[src/design/gww_pkg.sv]
// Shared types and constants for the greedy word-wrap line breaker.
// No dependencies; every other design file imports this package.
package gww_pkg;

	localparam int LINE_CAPACITY = 64;
	localparam int INDEX_BITS    = 16;
	localparam int CNT_W         = $clog2(LINE_CAPACITY + 1);
	localparam int CP_W          = 21;
	localparam int GW_W          = 16;
	localparam int CFG_W         = 16;
	localparam int START_W       = 16;
	localparam int LEN_W         = 7;
	localparam int CW_W          = 17;
	localparam int ACC_W         = 18;

	localparam logic [CP_W-1:0] CP_NEWLINE = CP_W'(10);
	localparam logic [CP_W-1:0] CP_RETURN  = CP_W'(13);
	localparam logic [CP_W-1:0] CP_SPACE   = CP_W'(32);

	typedef enum logic [0:0] {
		REG_MAX_LINE_WIDTH,
		REG_CHAR_SPACING
	} cfg_reg_t;

	typedef enum logic [2:0] {
		ST_IDLE,
		ST_START,
		ST_LOOP,
		ST_FIN,
		ST_FLUSH
	} seq_state_t;

	typedef struct packed {
		logic            is_nl;
		logic            is_sp;
		logic [GW_W-1:0] w;
		logic            eot;
	} item_t;

	typedef struct packed {
		logic [START_W-1:0] start;
		logic [LEN_W-1:0]   len;
	} line_t;

	typedef struct packed {
		logic [1:0] count;
	} q_stat_t;

	typedef struct packed {
		logic [CNT_W-1:0] pend;
		logic [CNT_W-1:0] trim;
	} back_stat_t;

endpackage

[src/design/gww_if.sv]
// Channel interfaces of the word-wrap line breaker: input, result and config.
// Depends on gww_pkg.
interface gww_in_if;
	import gww_pkg::*;
	logic            valid;
	logic            ready;
	logic [CP_W-1:0] codepoint;
	logic [GW_W-1:0] glyph_width;
	logic            end_of_text;
	modport source(output valid, codepoint, glyph_width, end_of_text, input ready);
	modport sink(input valid, codepoint, glyph_width, end_of_text, output ready);
endinterface

interface gww_out_if;
	import gww_pkg::*;
	logic               valid;
	logic               ready;
	logic [START_W-1:0] line_start;
	logic [LEN_W-1:0]   line_length;
	logic               last_of_run;
	modport source(output valid, line_start, line_length, last_of_run, input ready);
	modport sink(input valid, line_start, line_length, last_of_run, output ready);
endinterface

interface gww_cfg_if;
	import gww_pkg::*;
	logic             valid;
	logic             ready;
	cfg_reg_t         index;
	logic [CFG_W-1:0] data;
	modport source(output valid, index, data, input ready);
	modport sink(input valid, index, data, output ready);
endinterface

[src/design/gww_front.sv]
// Front part: accepts items, classifies the codepoint and queues them (two entries).
// Depends on gww_pkg and gww_if.
module gww_front (
	input  logic            clk,
	input  logic            arst_n,
	gww_in_if.sink          in_item,
	output gww_pkg::item_t  q_data,
	output logic            q_valid,
	input  logic            q_pop,
	output gww_pkg::q_stat_t q_stat
);
	import gww_pkg::*;

	item_t      q_mem_q [2];
	logic       wr_ptr_q;
	logic       rd_ptr_q;
	logic [1:0] cnt_q;
	logic       push;
	logic       pop;
	item_t      cls;

	assign in_item.ready = (cnt_q != 2'd2);
	assign push          = in_item.valid && in_item.ready;
	assign q_valid       = (cnt_q != 2'd0);
	assign pop           = q_pop && q_valid;
	assign q_data        = q_mem_q[rd_ptr_q];
	assign q_stat.count  = cnt_q;

	always_comb begin
		cls.is_nl = (in_item.codepoint == CP_NEWLINE);
		cls.is_sp = (in_item.codepoint == CP_SPACE);
		cls.w     = (in_item.codepoint == CP_RETURN) ? '0 : in_item.glyph_width;
		cls.eot   = in_item.end_of_text;
	end

	always_ff @(posedge clk) begin
		if (push) begin
			q_mem_q[wr_ptr_q] <= cls;
		end
	end

	always_ff @(posedge clk or negedge arst_n) begin
		if (!arst_n) begin
			wr_ptr_q <= 1'b0;
			rd_ptr_q <= 1'b0;
			cnt_q    <= 2'd0;
		end else begin
			if (push) wr_ptr_q <= ~wr_ptr_q;
			if (pop) rd_ptr_q <= ~rd_ptr_q;
			cnt_q <= cnt_q + {1'b0, push} - {1'b0, pop};
		end
	end

endmodule

[src/design/gww_back.sv]
// Back part: line-break sequencer, one break decision a cycle unless the receiver stalls it, and result register.
// Depends on gww_pkg and gww_if.
module gww_back (
	input  logic                     clk,
	input  logic                     arst_n,
	input  gww_pkg::item_t           q_data,
	input  logic                     q_valid,
	output logic                     q_pop,
	input  logic [gww_pkg::CFG_W-1:0] max_w,
	input  logic [gww_pkg::CFG_W-1:0] spacing,
	gww_out_if.source                out_item,
	output gww_pkg::back_stat_t      stat
);
	import gww_pkg::*;

	seq_state_t            state_q, state_d;
	item_t                 it_q;
	logic [CNT_W-1:0]      pend_q, pend_d, ca_q, ca_d, trim_q, trim_d, tsp_q, tsp_d;
	logic [CW_W-1:0]       cw_q, cw_d, wsa_q, wsa_d;
	logic                  lsv_q, lsv_d, para_q, para_d, skip_q, skip_d;
	logic [INDEX_BITS-1:0] lsi_q, lsi_d, ti_q, ti_d;
	logic                  held_v_q;
	line_t                 held_q, out_q, gen_line;
	logic                  out_v_q, out_last_q;
	logic                  gen, flush, out_free, can_gen, stall;
	logic [ACC_W-1:0]      add, sum;
	logic                  over;
	logic [CNT_W-1:0]      rem;

	assign out_free             = !out_v_q || out_item.ready;
	assign can_gen              = !held_v_q || out_free;
	assign out_item.valid       = out_v_q;
	assign out_item.line_start  = out_q.start;
	assign out_item.line_length = out_q.len;
	assign out_item.last_of_run = out_last_q;
	assign stat.pend            = pend_q;
	assign stat.trim            = trim_q;

	always_comb begin
		add  = ACC_W'(it_q.w) + ((pend_q != '0) ? ACC_W'(spacing) : '0);
		sum  = ACC_W'(cw_q) + add;
		over = (sum > ACC_W'(max_w)) || (pend_q >= CNT_W'(LINE_CAPACITY));
		rem  = lsv_q ? ca_q : '0;
	end

	always_comb begin
		state_d  = state_q;
		pend_d   = pend_q;
		ca_d     = ca_q;
		trim_d   = trim_q;
		tsp_d    = tsp_q;
		cw_d     = cw_q;
		wsa_d    = wsa_q;
		lsv_d    = lsv_q;
		para_d   = para_q;
		skip_d   = skip_q;
		lsi_d    = lsi_q;
		ti_d     = ti_q;
		gen      = 1'b0;
		gen_line = '0;
		flush    = 1'b0;
		q_pop    = 1'b0;
		stall    = ((state_q == ST_START) || (state_q == ST_LOOP) || (state_q == ST_FIN))
			&& !can_gen;
		if (!stall) begin
			unique case (state_q)
				ST_IDLE: begin
					if (q_valid) begin
						q_pop   = 1'b1;
						state_d = ST_START;
					end
				end
				ST_START: begin
					if (it_q.is_nl) begin
						if (!para_q) begin
							gen      = 1'b1;
							gen_line = '{start: START_W'(ti_q), len: '0};
						end else if (pend_q != '0) begin
							gen      = 1'b1;
							gen_line = '{start: START_W'(lsi_q), len: LEN_W'(trim_q)};
						end
						pend_d  = '0;
						cw_d    = '0;
						wsa_d   = '0;
						ca_d    = '0;
						trim_d  = '0;
						lsv_d   = 1'b0;
						para_d  = 1'b0;
						skip_d  = 1'b0;
						state_d = ST_FIN;
					end else begin
						para_d = 1'b1;
						if (skip_q && it_q.is_sp) begin
							state_d = ST_FIN;
						end else begin
							skip_d  = 1'b0;
							state_d = ST_LOOP;
						end
					end
				end
				ST_LOOP: begin
					priority if (!over) begin
						if (pend_q == '0) lsi_d = ti_q;
						if (it_q.is_sp) begin
							lsv_d = 1'b1;
							tsp_d = trim_q;
							wsa_d = '0;
							ca_d  = '0;
						end else begin
							wsa_d  = CW_W'(ACC_W'(wsa_q) + ACC_W'(it_q.w)
								+ ((ca_q != '0) ? ACC_W'(spacing) : '0));
							ca_d   = ca_q + 1'b1;
							trim_d = pend_q + 1'b1;
						end
						cw_d    = CW_W'(sum);
						pend_d  = pend_q + 1'b1;
						state_d = ST_FIN;
					end else if (pend_q == '0) begin
						gen      = 1'b1;
						gen_line = '{start: START_W'(ti_q), len: LEN_W'(!it_q.is_sp)};
						skip_d   = 1'b1;
						state_d  = ST_FIN;
					end else begin
						gen = 1'b1;
						if (lsv_q) begin
							gen_line = '{start: START_W'(lsi_q), len: LEN_W'(tsp_q)};
							cw_d     = wsa_q;
							lsi_d    = lsi_q + INDEX_BITS'(pend_q - ca_q);
							pend_d   = ca_q;
							trim_d   = ca_q;
						end else begin
							gen_line = '{start: START_W'(lsi_q), len: LEN_W'(trim_q)};
							cw_d     = '0;
							pend_d   = '0;
							trim_d   = '0;
							wsa_d    = '0;
							ca_d     = '0;
						end
						lsv_d = 1'b0;
						if (rem == '0 && it_q.is_sp) begin
							skip_d  = 1'b1;
							state_d = ST_FIN;
						end
					end
				end
				ST_FIN: begin
					ti_d = ti_q + 1'b1;
					if (it_q.eot) begin
						if (para_q && pend_q != '0) begin
							gen      = 1'b1;
							gen_line = '{start: START_W'(lsi_q), len: LEN_W'(trim_q)};
						end
						pend_d = '0;
						cw_d   = '0;
						wsa_d  = '0;
						ca_d   = '0;
						trim_d = '0;
						lsv_d  = 1'b0;
						lsi_d  = '0;
						ti_d   = '0;
						para_d = 1'b0;
						skip_d = 1'b0;
					end
					state_d = ST_FLUSH;
				end
				ST_FLUSH: begin
					if (!held_v_q) begin
						state_d = ST_IDLE;
					end else if (out_free) begin
						flush   = 1'b1;
						state_d = ST_IDLE;
					end
				end
				default: state_d = ST_IDLE;
			endcase
		end
	end

	always_ff @(posedge clk or negedge arst_n) begin
		if (!arst_n) begin
			state_q <= ST_IDLE;
		end else begin
			state_q <= state_d;
		end
	end

	always_ff @(posedge clk or negedge arst_n) begin
		if (!arst_n) begin
			pend_q   <= '0;
			ca_q     <= '0;
			trim_q   <= '0;
			tsp_q    <= '0;
			cw_q     <= '0;
			wsa_q    <= '0;
			lsv_q    <= 1'b0;
			para_q   <= 1'b0;
			skip_q   <= 1'b0;
			lsi_q    <= '0;
			ti_q     <= '0;
			held_v_q <= 1'b0;
			out_v_q  <= 1'b0;
		end else begin
			pend_q <= pend_d;
			ca_q   <= ca_d;
			trim_q <= trim_d;
			tsp_q  <= tsp_d;
			cw_q   <= cw_d;
			wsa_q  <= wsa_d;
			lsv_q  <= lsv_d;
			para_q <= para_d;
			skip_q <= skip_d;
			lsi_q  <= lsi_d;
			ti_q   <= ti_d;
			if ((gen && held_v_q) || flush) begin
				out_v_q <= 1'b1;
			end else if (out_item.ready) begin
				out_v_q <= 1'b0;
			end
			if (gen) begin
				held_v_q <= 1'b1;
			end else if (flush) begin
				held_v_q <= 1'b0;
			end
		end
	end

	always_ff @(posedge clk) begin
		if (q_pop) it_q <= q_data;
		if (gen) begin
			held_q <= gen_line;
			if (held_v_q) begin
				out_q      <= held_q;
				out_last_q <= 1'b0;
			end
		end else if (flush) begin
			out_q      <= held_q;
			out_last_q <= 1'b1;
		end
	end

endmodule

[src/design/greedy_word_wrap_line_breaker.sv]
// Greedy word-wrap line breaker, top level: config registers, front and back parts.
// Depends on gww_pkg, gww_if, gww_front and gww_back.
//
// in_item carries one codepoint with its scaled glyph width and end-of-text flag.
// out_item carries line descriptors (line_start, line_length); last_of_run marks
// the final descriptor that an input item causes. Items that close no line give
// no descriptor. cfg writes max_line_width (index 0) and char_spacing (index 1);
// it is always ready, and the user must write it only while the block is idle,
// which the block itself does not enforce. A two-entry queue decouples intake
// from the break sequencer, so up to two items are taken while the sequencer
// works or the receiver stalls. Each item passes the sequencer states idle,
// start, loop, fin and flush (a newline or a skipped space skips the loop
// state); the loop state repeats for each break after which the character is
// still to be placed (at most two), with one break decision a cycle while the
// receiver does not stall it. Descriptors are held one behind so that the last
// one can be flagged, so a stalled receiver stops the sequencer at its next
// descriptor and then the intake once the queue is full.
// Reset clears the line state, text index and queue and restores the register
// defaults (32000 and 64); no clearing pass is needed.
module greedy_word_wrap_line_breaker (
	input  logic      clk,
	input  logic      arst_n,
	gww_in_if.sink    in_item,
	gww_out_if.source out_item,
	gww_cfg_if.sink   cfg
);
	import gww_pkg::*;

	logic [CFG_W-1:0] max_w_q;
	logic [CFG_W-1:0] spacing_q;
	item_t            q_data;
	logic             q_valid;
	logic             q_pop;
	q_stat_t          q_stat;
	back_stat_t       b_stat;

	assign cfg.ready = 1'b1;

	always_ff @(posedge clk or negedge arst_n) begin
		if (!arst_n) begin
			max_w_q   <= CFG_W'(32000);
			spacing_q <= CFG_W'(64);
		end else if (cfg.valid) begin
			unique case (cfg.index)
				REG_MAX_LINE_WIDTH: max_w_q   <= cfg.data;
				REG_CHAR_SPACING:   spacing_q <= cfg.data;
				default: ;
			endcase
		end
	end

	gww_front u_front (
		.clk     (clk),
		.arst_n  (arst_n),
		.in_item (in_item),
		.q_data  (q_data),
		.q_valid (q_valid),
		.q_pop   (q_pop),
		.q_stat  (q_stat)
	);

	gww_back u_back (
		.clk      (clk),
		.arst_n   (arst_n),
		.q_data   (q_data),
		.q_valid  (q_valid),
		.q_pop    (q_pop),
		.max_w    (max_w_q),
		.spacing  (spacing_q),
		.out_item (out_item),
		.stat     (b_stat)
	);

	a_pend_cap: assert property (@(posedge clk) disable iff (!arst_n)
		b_stat.pend <= CNT_W'(LINE_CAPACITY))
		else $error("line holds more characters than the buffer");

	a_trim_le_pend: assert property (@(posedge clk) disable iff (!arst_n)
		b_stat.trim <= b_stat.pend)
		else $error("trimmed length beyond pending count");

	a_queue_bound: assert property (@(posedge clk) disable iff (!arst_n)
		q_stat.count <= 2'd2)
		else $error("queue count out of range");

	a_full_stops_intake: assert property (@(posedge clk) disable iff (!arst_n)
		q_stat.count == 2'd2 |-> !in_item.ready)
		else $error("intake open with full queue");

endmodule
[src/flat_wrapper.sv]
// flat-port wrapper written by rule: the top's interface ports become plain ports
module greedy_word_wrap_line_breaker_flat import gww_pkg::*;
  (clk, arst_n, in_item_valid, in_item_codepoint, in_item_glyph_width, in_item_end_of_text, in_item_ready, out_item_valid, out_item_line_start, out_item_line_length, out_item_last_of_run, out_item_ready, cfg_valid, cfg_index, cfg_data, cfg_ready);
  gww_in_if in_item_i ();
  gww_out_if out_item_i ();
  gww_cfg_if cfg_i ();
  input  logic clk;
  input  logic arst_n;
  input wire logic [$bits(in_item_i.valid)-1:0] in_item_valid;
  input wire logic [$bits(in_item_i.codepoint)-1:0] in_item_codepoint;
  input wire logic [$bits(in_item_i.glyph_width)-1:0] in_item_glyph_width;
  input wire logic [$bits(in_item_i.end_of_text)-1:0] in_item_end_of_text;
  output wire logic [$bits(in_item_i.ready)-1:0] in_item_ready;
  output wire logic [$bits(out_item_i.valid)-1:0] out_item_valid;
  output wire logic [$bits(out_item_i.line_start)-1:0] out_item_line_start;
  output wire logic [$bits(out_item_i.line_length)-1:0] out_item_line_length;
  output wire logic [$bits(out_item_i.last_of_run)-1:0] out_item_last_of_run;
  input wire logic [$bits(out_item_i.ready)-1:0] out_item_ready;
  input wire logic [$bits(cfg_i.valid)-1:0] cfg_valid;
  input wire logic [$bits(cfg_i.index)-1:0] cfg_index;
  input wire logic [$bits(cfg_i.data)-1:0] cfg_data;
  output wire logic [$bits(cfg_i.ready)-1:0] cfg_ready;
  assign in_item_i.valid = in_item_valid;
  assign in_item_i.codepoint = in_item_codepoint;
  assign in_item_i.glyph_width = in_item_glyph_width;
  assign in_item_i.end_of_text = in_item_end_of_text;
  assign in_item_ready = in_item_i.ready;
  assign out_item_valid = out_item_i.valid;
  assign out_item_line_start = out_item_i.line_start;
  assign out_item_line_length = out_item_i.line_length;
  assign out_item_last_of_run = out_item_i.last_of_run;
  assign out_item_i.ready = out_item_ready;
  assign cfg_i.valid = cfg_valid;
  assign cfg_i.index = cfg_index;
  assign cfg_i.data = cfg_data;
  assign cfg_ready = cfg_i.ready;
  greedy_word_wrap_line_breaker u_core (.clk(clk), .arst_n(arst_n), .in_item(in_item_i), .out_item(out_item_i), .cfg(cfg_i));
endmodule
[config.mk]
export PLATFORM = sky130hd
export DESIGN_NAME = greedy_word_wrap_line_breaker_flat
export DESIGN_NICKNAME = d
export VERILOG_FILES = /design/src/design/gww_pkg.sv /design/src/design/gww_if.sv /design/src/design/gww_front.sv /design/src/design/gww_back.sv /design/src/design/greedy_word_wrap_line_breaker.sv /design/src/flat_wrapper.sv
export SDC_FILE = /design/constraint.sdc
export NUM_CORES = 1
export LEC_CHECK = 0
export BUFFER_PORTS_ARGS = -buffer_cell sky130_fd_sc_hd__buf_2
export CAP_MARGIN = 20
export CORE_MARGIN = 3
export CORE_UTILIZATION = 60
export DETAILED_ROUTE_END_ITERATION = 10
export GPL_TIMING_DRIVEN = 0
export HOLD_SLACK_MARGIN = 0.06
export PLACE_DENSITY = 0.86
export SYNTH_ARGS = -nofsm -noshare
export SYNTH_HDL_FRONTEND = slang
export SYNTH_HIERARCHICAL = 1
export SYNTH_SLANG_ARGS = --single-unit
[constraint.sdc]
create_clock -name clk -period 8.99 [get_ports clk]
set_input_delay 1.798 -clock clk [delete_from_list [all_inputs] [get_ports clk]]
set_output_delay 1.798 -clock clk [all_outputs]
set_load 0.02 [all_outputs]
==> run summary <==
The flow ran to the end, and the final reports show no timing, DRC or antenna violations. The routability congestion estimate is 0.960. The final number of max-transition violations is 0. The global-route wire length before repair is 53,100 um. The worst setup skew after layout is 0.0124 ns. The setup slack after layout is 0.956 ns. The number of synthesized flops with an enable pin is 104. The netlist area before placement is 13,900 um2. Synthesis instantiated 75 different standard cells from the library.

The async set-reset flop share out of synthesis is 0.570. The average wire length per cell after detail routing is 19.9 um. The startpoint identified for the worst hold timing path is u_core/u_back/held_q[3]. Clock-pin slew was measured on the worst setup and hold paths at 0.06 ns. The number of hold buffers added after CTS is 0. The initial utilization of the core area, before any placement, comes to 0.612. The routed wire length came out at 32,800 um. Buffers placed on the I/O ports in this run total 85. The maximum clock frequency is 124 MHz. Setup repair after global routing left no endpoint under its margin. The count of endpoints failing setup in the final report came out at 0.

The relative slew slack is 0.370. The number of sinks driven by the clock tree came out at 242. STA classifies the critical path startpoint as a flop. The post-detailed-placement cell area is 14,700 um2.

TritonCTS built the clock tree. During synthesis, Yosys emitted a total of 6 warnings. The number of rows in the core area is 55.

The slew of the pin with the lowest slew margin came out at 0.944 ns. The startpoint identified for the worst register-to-register timing path is u_core/u_back/pend_q[1]. The number of antenna violations at the first check in global routing was 1. The maximum count of clock buffers along a single path came out at 3. In this run the count of I/O pins placed on the die edge is 87. The leftover overflow at the end of global routing came out at 0.

The remaining antenna violation count after routing came out at 0. The synthesized net count came out at 1,401. Of all cell types, the one taking the most synthesized area is dfrtp_1.

Relative to the synthesized area, the layout overhead comes to 12.7%. After detailed routing, the wire length on met1 is 13,200 um. For this run, design rule violations remaining after detail routing come to 0. The ratio of final minimum period to clock period came out at 0.894. The final instance area came out at 15,600 um2. The share of the Yosys chip area taken by registers is 0.474. The number of buffers added by the clock tree synthesis step is 27. The number of resized instances in the post-cts repair step came out at 0. The worst setup path is of the flop to flop kind.

The area enclosed by the die boundary is 25,000 um2. The core outline area came out at 22,700 um2. The clock latency of the later-clocked register in the worst-skew pair is 0.53 ns.

The number of cells on the worst reg-to-reg path is 24. The fraction of layout cells with a size suffix above 1 is 0.175. At the placement stage, the worst setup path has a slack of 0.937 ns. The endpoint identified for the worst register-to-register timing path is u_core/u_back/out_item.line_start[3].

The total global routing track utilization came out at 0.267. The tool flagged a number of max-cap violations equal to 0. The arrival time at the worst endpoint is 8.26 ns. In this run the worst hold path is classified as flop to flop. After synthesis, the cell types taking the most area are dfrtp_1 24%, edfxtp_1 22%, ha_1 6.8%. The number of antenna diodes in the final layout is 0. The per-instance average area after synthesis came out at 11.3 um2. The final layout net count came out at 1,520. The routed length on met2 came out at 15,400 um. The tightest hold margin is 0.419 ns. The number of fill cells is 1,624. The kind of capture point of the worst setup path is a flop. The final critical delay including setup and external delays came out at 8.03 ns. For hold timing, the worst endpoint is u_core/u_back/out_item.line_length[3]. The number of buffers inserted to repair setup after CTS is 0. The total number of vias is 10,363.

The largest fanout on the critical path came out at 14. The clock root buffer master is clkbuf_16. Detailed placement ended at an HPWL of 23,700 um. The met3 wirelength from detailed routing came out at 3110 um. After the first detailed-routing iteration, the DRC count stood at 872.

The data required time of the critical path is 9.22 ns. The count of endpoints failing hold in the final timing report was 0. The worst hold path stage count came out at 0. The first detailed-routing pass took 5 iterations. The utilization after layout is 0.689. In the synthesized netlist the dominant register cell turns out to be dfrtp_1.

The setup check on the worst reg-to-reg path leaves a slack of 0.96 ns. The total number of H-tree levels is 1. The total of flip-flops plus latches after synthesis is 242. The die is 158 um wide. Dividing the detail-routed via count by the number of cells gives 6.27. The pin count of the biggest net entering global routing is 93. The number of global-route vias before repair is 10,626. The die is 158 um tall. The highest routed metal layer is met5. The top cell type's share of synthesized area came out at 0.236.

The gate count after technology mapping came out at 1,230.
## layout make-up
cell class                 instances  area, um2  area share
multi-input combinational        885       6880       0.440
sequential                       242       6590       0.421
clock buffer                      38        768      0.0491
timing repair buffer              90        504      0.0322
tap                              285        357      0.0228
buffer                            50        236      0.0151
inverter                          53        199      0.0127
clock inverter                    11        115     0.00736
## cell usage after synthesis, drive strengths merged, types with 8 or more instances
library cell	number
dfrtp	131
o21ai	53
nor2	84
a21o	24
nand3	19
o21bai	8
a22o	34
edfxtp	104
mux2	69
ha	75
o21a	11
and2	35
mux2i	15
or3	9
nand2	88
a31oi	8
xor2	21
inv	53
buf	11
nor2b	10
clkbuf	39
nor3	27
a21boi	18
o31ai	28
xnor2	37
and3	25
fa	36
a21oi	66
nand2b	8
## sequential cells by signal (all words and copies together), names as in the netlist, 16 cells and up
name                               cells
u_core/u_back/out_item.line_start     16
u_core/u_back/wsa_q                   17
u_core/u_front/q_mem_q                38
u_core/u_back/lsi_q                   16
u_core/spacing_q                      16
u_core/u_back/cw_q                    17
u_core/u_back/ti_q                    16
u_core/max_w_q                        16
u_core/u_back/held_q                  23
u_core/u_back/it_q                    19
## cell usage in the layout, fill, tap and decap left out, types with 37 or more instances in the layout
| cell | instances |
|---|---|
| dfrtp_1 | 131 |
| edfxtp_1 | 104 |
| buf_2 | 87 |
| nand2_1 | 87 |
| nor2_1 | 83 |
| ha_1 | 75 |
| a21oi_1 | 64 |
| mux2_2 | 58 |
| inv_1 | 53 |
| o21ai_0 | 52 |
| clkbuf_1 | 46 |
| xnor2_1 | 37 |
## through the flow
stage / instances / setup TNS (ns)
6_report: 1654 / 0
5_1_grt: 1654 / 0
4_1_cts: 1653 / 0
3_5_place_dp: 1604 / 0
3_3_place_gp: 1600 / -5.34
2_1_floorplan: 1230 / 0
## layer usage
metal / up-vias / track usage
met5: - / 0
met4: 2 / 0.0934
met3: 100 / 0.0593
met2: 476 / 0.435
met1: 5058 / 0.355
li1: 4727 / -
## how the worst max path moves through the flow
| stage | from | to | depth (start not counted) |
|---|---|---|---|
| detailed placement | u_core/u_back/pend_q[1] | u_core/u_back/out_item.line_length[6] | 23 |
| finish | u_core/u_back/pend_q[1] | u_core/u_back/out_item.line_start[3] | 24 |
| global route | u_core/u_back/pend_q[1] | u_core/u_back/out_item.line_start[3] | 24 |
| global placement | u_core/u_back/pend_q[1] | u_core/u_back/out_item.line_length[2] | 23 |
| floorplan | u_core/u_back/pend_q[1] | u_core/u_back/out_item.last_of_run | 23 |
| CTS | u_core/u_back/pend_q[1] | u_core/u_back/out_item.line_start[15] | 23 |
## worst max-delay path, cell delays in order, from the launching register on
cell and delay [ns]:
dfrtp_1 0.48, inv_1 0.09, ha_1 0.21, nand4b_1 0.21
clkbuf_1 0.54, clkbuf_1 0.47, and2_1 0.21, fa_1 0.42
ha_1 0.27, or3_4 0.42, o221ai_1 0.26, nor2_1 0.09
a21o_1 0.19, a21o_1 0.18, a21oi_1 0.17, xnor2_1 0.15
ha_1 0.34, nand2_1 0.07, nor2_1 0.23, o21ai_0 0.19
a21oi_1 0.63, o21ai_1 0.41, a21oi_2 0.63, o21a_1 0.61
buf_8 0.24
## cells by family after synthesis
kind of cell	share of synthesized area
AND/OR/NAND/NOR	0.119
AO/OA/AOI/OAI	0.149
flip-flops	0.474
XOR/XNOR	0.0366
multiplexers	0.0697
adder cells (fa/ha/maj)	0.119
other	0.000270
buffers and inverters	0.0314
Power is left out: the tool's default activity adds up to more than one toggle a clock period on the data nets, which glitch-free logic cannot reach.
